<file path="src/design/ibcc_pkg.sv">
`timescale 1ns / 1ps

package ibcc_pkg;

    localparam int MAT_W            = 16;
    localparam int ROW_W            = 11;
    localparam int CFG_ROWS_W       = 11;
    localparam int CFG_COLS_W       = 11;
    localparam int CFG_MARGIN_W     = 3;
    localparam int ROWS_CAP         = 1024;
    localparam int MAX_COLS_DEFAULT = 1024;

    localparam int APB_ADDR_W = 4;
    localparam int APB_DATA_W = 32;
    localparam int REG_IDX_W  = 2;

    localparam logic [REG_IDX_W-1:0] REG_ROWS   = 2'd0;
    localparam logic [REG_IDX_W-1:0] REG_COLS   = 2'd1;
    localparam logic [REG_IDX_W-1:0] REG_MARGIN = 2'd2;

    localparam logic MODE_CELL  = 1'b0;
    localparam logic MODE_FLUSH = 1'b1;

    localparam logic [MAT_W-1:0] MAT_EMPTY = 16'd0;
    localparam logic [MAT_W-1:0] MAT_FLUID = 16'd1;

    typedef struct packed {
        logic             mode;
        logic [MAT_W-1:0] material;
    } t_in_item;

    typedef struct packed {
        logic [MAT_W-1:0] cell_value;
        logic             was_cleared;
        logic             last_cell;
    } t_out_item;

    // Control of a row delay line.
    typedef struct packed {
        logic shift;
        logic restart;
    } t_ld_ctrl;

endpackage

</file>
<file path="src/design/ibcc_skid.sv">
`timescale 1ns / 1ps

// Output register with a skid entry, so that the stall seen upstream is a
// register and not a path from the downstream stall.
module ibcc_skid import ibcc_pkg::*; (
    input  logic      i_clk,
    input  logic      i_rst_n,
    input  logic      i_push,
    input  t_out_item i_data,
    output logic      o_full,
    output logic      o_valid,
    output t_out_item o_data,
    input  logic      i_stall
);

    logic      r_out_valid;
    t_out_item r_out_data;
    logic      r_skid_valid;
    t_out_item r_skid_data;
    logic      load_out;
    logic      load_skid;

    assign load_out  = !r_out_valid || !i_stall;
    assign load_skid = !r_skid_valid && i_push && r_out_valid && i_stall;

    always_ff @(posedge i_clk) begin
        if (!i_rst_n) begin
            r_out_valid  <= 1'b0;
            r_skid_valid <= 1'b0;
        end else begin
            if (load_out) begin
                r_out_valid <= r_skid_valid || i_push;
            end
            if (r_skid_valid) begin
                if (!i_stall) begin
                    r_skid_valid <= 1'b0;
                end
            end else if (load_skid) begin
                r_skid_valid <= 1'b1;
            end
        end
    end

    always_ff @(posedge i_clk) begin
        if (load_out) begin
            r_out_data <= r_skid_valid ? r_skid_data : i_data;
        end
        if (load_skid) begin
            r_skid_data <= i_data;
        end
    end

    assign o_full  = r_skid_valid;
    assign o_valid = r_out_valid;
    assign o_data  = r_out_data;

endmodule

</file>
<file path="config.mk">
export PLATFORM = sky130hd
export DESIGN_NAME = ibcc_skid
export DESIGN_NICKNAME = d
export VERILOG_FILES = /design/src/design/ibcc_pkg.sv /design/src/design/ibcc_skid.sv
export SDC_FILE = /design/constraint.sdc
export NUM_CORES = 1
export LEC_CHECK = 0
export ABC_AREA = 1
export BUFFER_PORTS_ARGS = -buffer_cell sky130_fd_sc_hd__buf_2
export CAP_MARGIN = 20
export CORE_MARGIN = 2
export CORE_UTILIZATION = 49
export DETAILED_ROUTE_END_ITERATION = 10
export PLACE_DENSITY_LB_ADDON = 0.12
export SLEW_MARGIN = 30
export SYNTH_ARGS = -nofsm -noshare
export SYNTH_HDL_FRONTEND = slang
export SYNTH_SLANG_ARGS = --single-unit
export TNS_END_PERCENT = 100
</file>
<file path="constraint.sdc">
create_clock -name i_clk -period 2.13 [get_ports i_clk]
set_clock_uncertainty 0.05 [all_clocks]
set_input_delay 0.213 -clock i_clk [delete_from_list [all_inputs] [get_ports i_clk]]
set_output_delay 0.213 -clock i_clk [all_outputs]
set_load 0.005 [all_outputs]
</file>
==> reports/summary.log <==
[status] status finished clean
[timing] Tightest Pin Transition 0.656 ns
[floorplanning] placeable core region 0.00273 mm2
[clock_network] CTS H-tree depth 2
[timing] Min Clock Period, post-route 1.42 ns
[final_layout] utilization after layout 0.619
[worst_setup_path] worst-path maximum fanout 18
[final_layout] Final Net Count 176
[drt] detailed-route vias per instance 4.69
[pwr] peak supply drop 531 uV
[run] reported max-cap violation count 0
[timing] setup repair after global routing missed its margin no
[floorplanning] die footprint 0.00332 mm2
[clock_network] Inserted Clock Buffers 5
[grt] global-route usage over all layers 0.149
[worst_setup_path] Crit path largest cell delay 0.48 ns
[floorplanning] I/O pin cnt 42
[clock_network] insertion delay of the later-clocked pin in the worst-skew pair 0.31 ns
[clock_network] number of clock sinks seen by CTS 38
[final_layout] layout overhead on the synthesized area 20.1%
[timing] Setup TNS Final 0 ns
[timing] Peak Freq 705 MHz
[worst_setup_path] Worst R2R Start o_valid
[clock_network] deepest clock path buffer count 2
[timing] relative slew slack 0.562
[timing] final setup violating endpoints 0
[floorplanning] Die Width 57.6 um
[synthesis] syn_nets 128
[worst_setup_path] worst setup path startpoint o_valid
[grt] first-pass GRT wire length 3540 um
[min_path] type of the most critical hold path primary input to flop
[synthesis] warning count from the yosys run 0
[place] half-perimeter wire length after detailed placement 1490 um
[min_path] worst hold start i_data[5]
[worst_setup_path] CP endpoint kind flop
[final_layout] Antenna diodes 0
[synthesis] portion of the post-synthesis area used by sequential elements 0.795
[floorplanning] vertical extent of the die 57.6 um
[worst_setup_path] library cell appearing most often on the critical path inv_1
[worst_setup_path] critical path, cell by cell nand2_1, inv_1, nand2_2, inv_1
[drt] vias post-DR 863
[final_layout] ratio of cells with drive above 1 in the final layout 0.340
[drt] post-detailed-route DRC marker count 0
[floorplanning] Starting Density 0.516
[synthesis] dominant cell type by area after synthesis edfxtp_1
[place] port bufs 41
[grt] pin count of the biggest net entering global routing 22
[synthesis] number of synthesized register bits 38
[drt] per-cell routed wire length 12.1 um
[floorplanning] placement row count 19
[clock_network] post_cts resized 0
[timing] Slew Viols, Final 0
[synthesis] number of distinct library cells after synthesis 11
[final_layout] highest-count cells in the layout ignoring fill and taps 56 x nand2_1, 41 x buf_2, 36 x edfxtp_1
[synthesis] top area cells in the synthesized netlist edfxtp_1 77%, nand2_1 15%, dfxtp_1 2.8%
[drt] antenna-violating nets left 0
[worst_setup_path] crit start category flop
[synthesis] area of the mapped netlist 0.00141 mm2
[grt] remaining global-route overflow 0
[drt] drt pass-1 iters 3
[clock_network] buffer count from post-CTS setup fixing 0
[worst_setup_path] worst path arrival time 1.33 ns
[drt] first-iteration detailed-routing DRC count 4
[clock_network] clock root buffer clkbuf_4
[worst_setup_path] WS Path Type flop to flop
[synthesis] number of instances in the synthesized netlist 106
[clock_network] CTS tree done
[pwr] power density of the placed cells 759 mW/mm2
[final_layout] count of fill cells added during filler insertion 230
[final_layout] commonest non-fill, non-tap cell in the layout nand2_1
[synthesis] top cell type's share of synthesized area 0.767
[timing] Final Hold Viols 0
[timing] final worst hold slack 0.0302 ns
[synthesis] mean instance size in the synthesized netlist 13.3 um2
[worst_setup_path] required time at the worst-slack endpoint 2.04 ns
[place] GPL Wtd Cong 0.657
[drt] Total Routed Length 2230 um
[timing] final clock period utilization by the worst path 0.666
[pwr] cell leakage power 0.000762 uW
[grt] number of global-route vias before repair 791
[worst_setup_path] slowest stage cell, crit path inv_1
[clock_network] CTS clock-pin slew for the worst setup and hold paths 0.09 ns
[grt] antenna violations before repair 0
layer usage:
metal | up-vias | share of wire | track usage
met3 | 5 | 0.050 | 0.0469
met5 | - | 0 | 0
met1 | 389 | 0.47 | 0.173
li1 | 445 | - | -
met2 | 24 | 0.47 | 0.239
met4 | 0 | 0.019 | 0.0997
stage by stage:
step	instances	worst slack (ns)	total power [uW]	instance area, um2
6_report	184	0.711	1280	1690
5_1_grt	184	0.619	1340	1690
4_1_cts	183	0.701	1300	1680
3_5_place_dp	177	0.711	994	1640
3_3_place_gp	177	0.731	992	1640
2_1_floorplan	106	0.422	933	1410
synthesized netlist by cell type:
cell type,number
nor2_4,1
a31oi_1,1
a21oi_2,1
edfxtp_1,36
nand2_1,56
inv_2,1
nand2_2,1
buf_2,1
dfxtp_1,2
buf_6,2
inv_1,4
where the power goes:
group	internal [uW]	switching, uW
Sequential	863	9.23
Clock	113	196
Combinational	48.1	56.5
worst max-delay path: cells and delay by family (launching register included):
family	cells	cell delay [ns]
buffers and inverters	2	0.54
flip-flops	1	0.34
AND/OR/NAND/NOR	2	0.12
flip-flops by register name, indices dropped and copies added, names as in the netlist:
name	flops
o_data	18
o_full	1
o_valid	1
r_skid_data	18
final timing paths:
| kind | to | slack (ns) | cells past startpoint |
|---|---|---|---|
| worst min register to register | o_data[6] | 0.48 | 2 |
| worst max register to register | r_skid_data[2] | 0.71 | 4 |
| worst min-delay path | r_skid_data[5] | 0.03 | 1 |
| worst max-delay path | r_skid_data[2] | 0.71 | 4 |
final cells by class:
type,count,area [um2],area share
Clock buffer,5,37.5,0.0222
Clock inverter,1,3.75,0.00222
Inverter,5,18.8,0.0111
Multi-Input combinational cell,60,243,0.143
Sequential cell,38,1120,0.662
Tap cell,31,38.8,0.0229
Timing Repair Buffer,44,230,0.136
logic make-up (layout without fill, tap and decap cells):
family                 count (synthesis)  count (layout)  synth area share
AO/OA/AOI/OAI                          2               2            0.0107
buffers and inverters                  8              55            0.0328
flip-flops                            38              38             0.795
AND/OR/NAND/NOR                       58              58             0.161
repair_timing:
action / 4_1_cts / 5_1_grt
endpoints found under the hold margin: 0 / 1
hold buffers: 0 / 1
endpoints found under the setup margin: 0 / 0
Power figures use the tool's default switching activity.
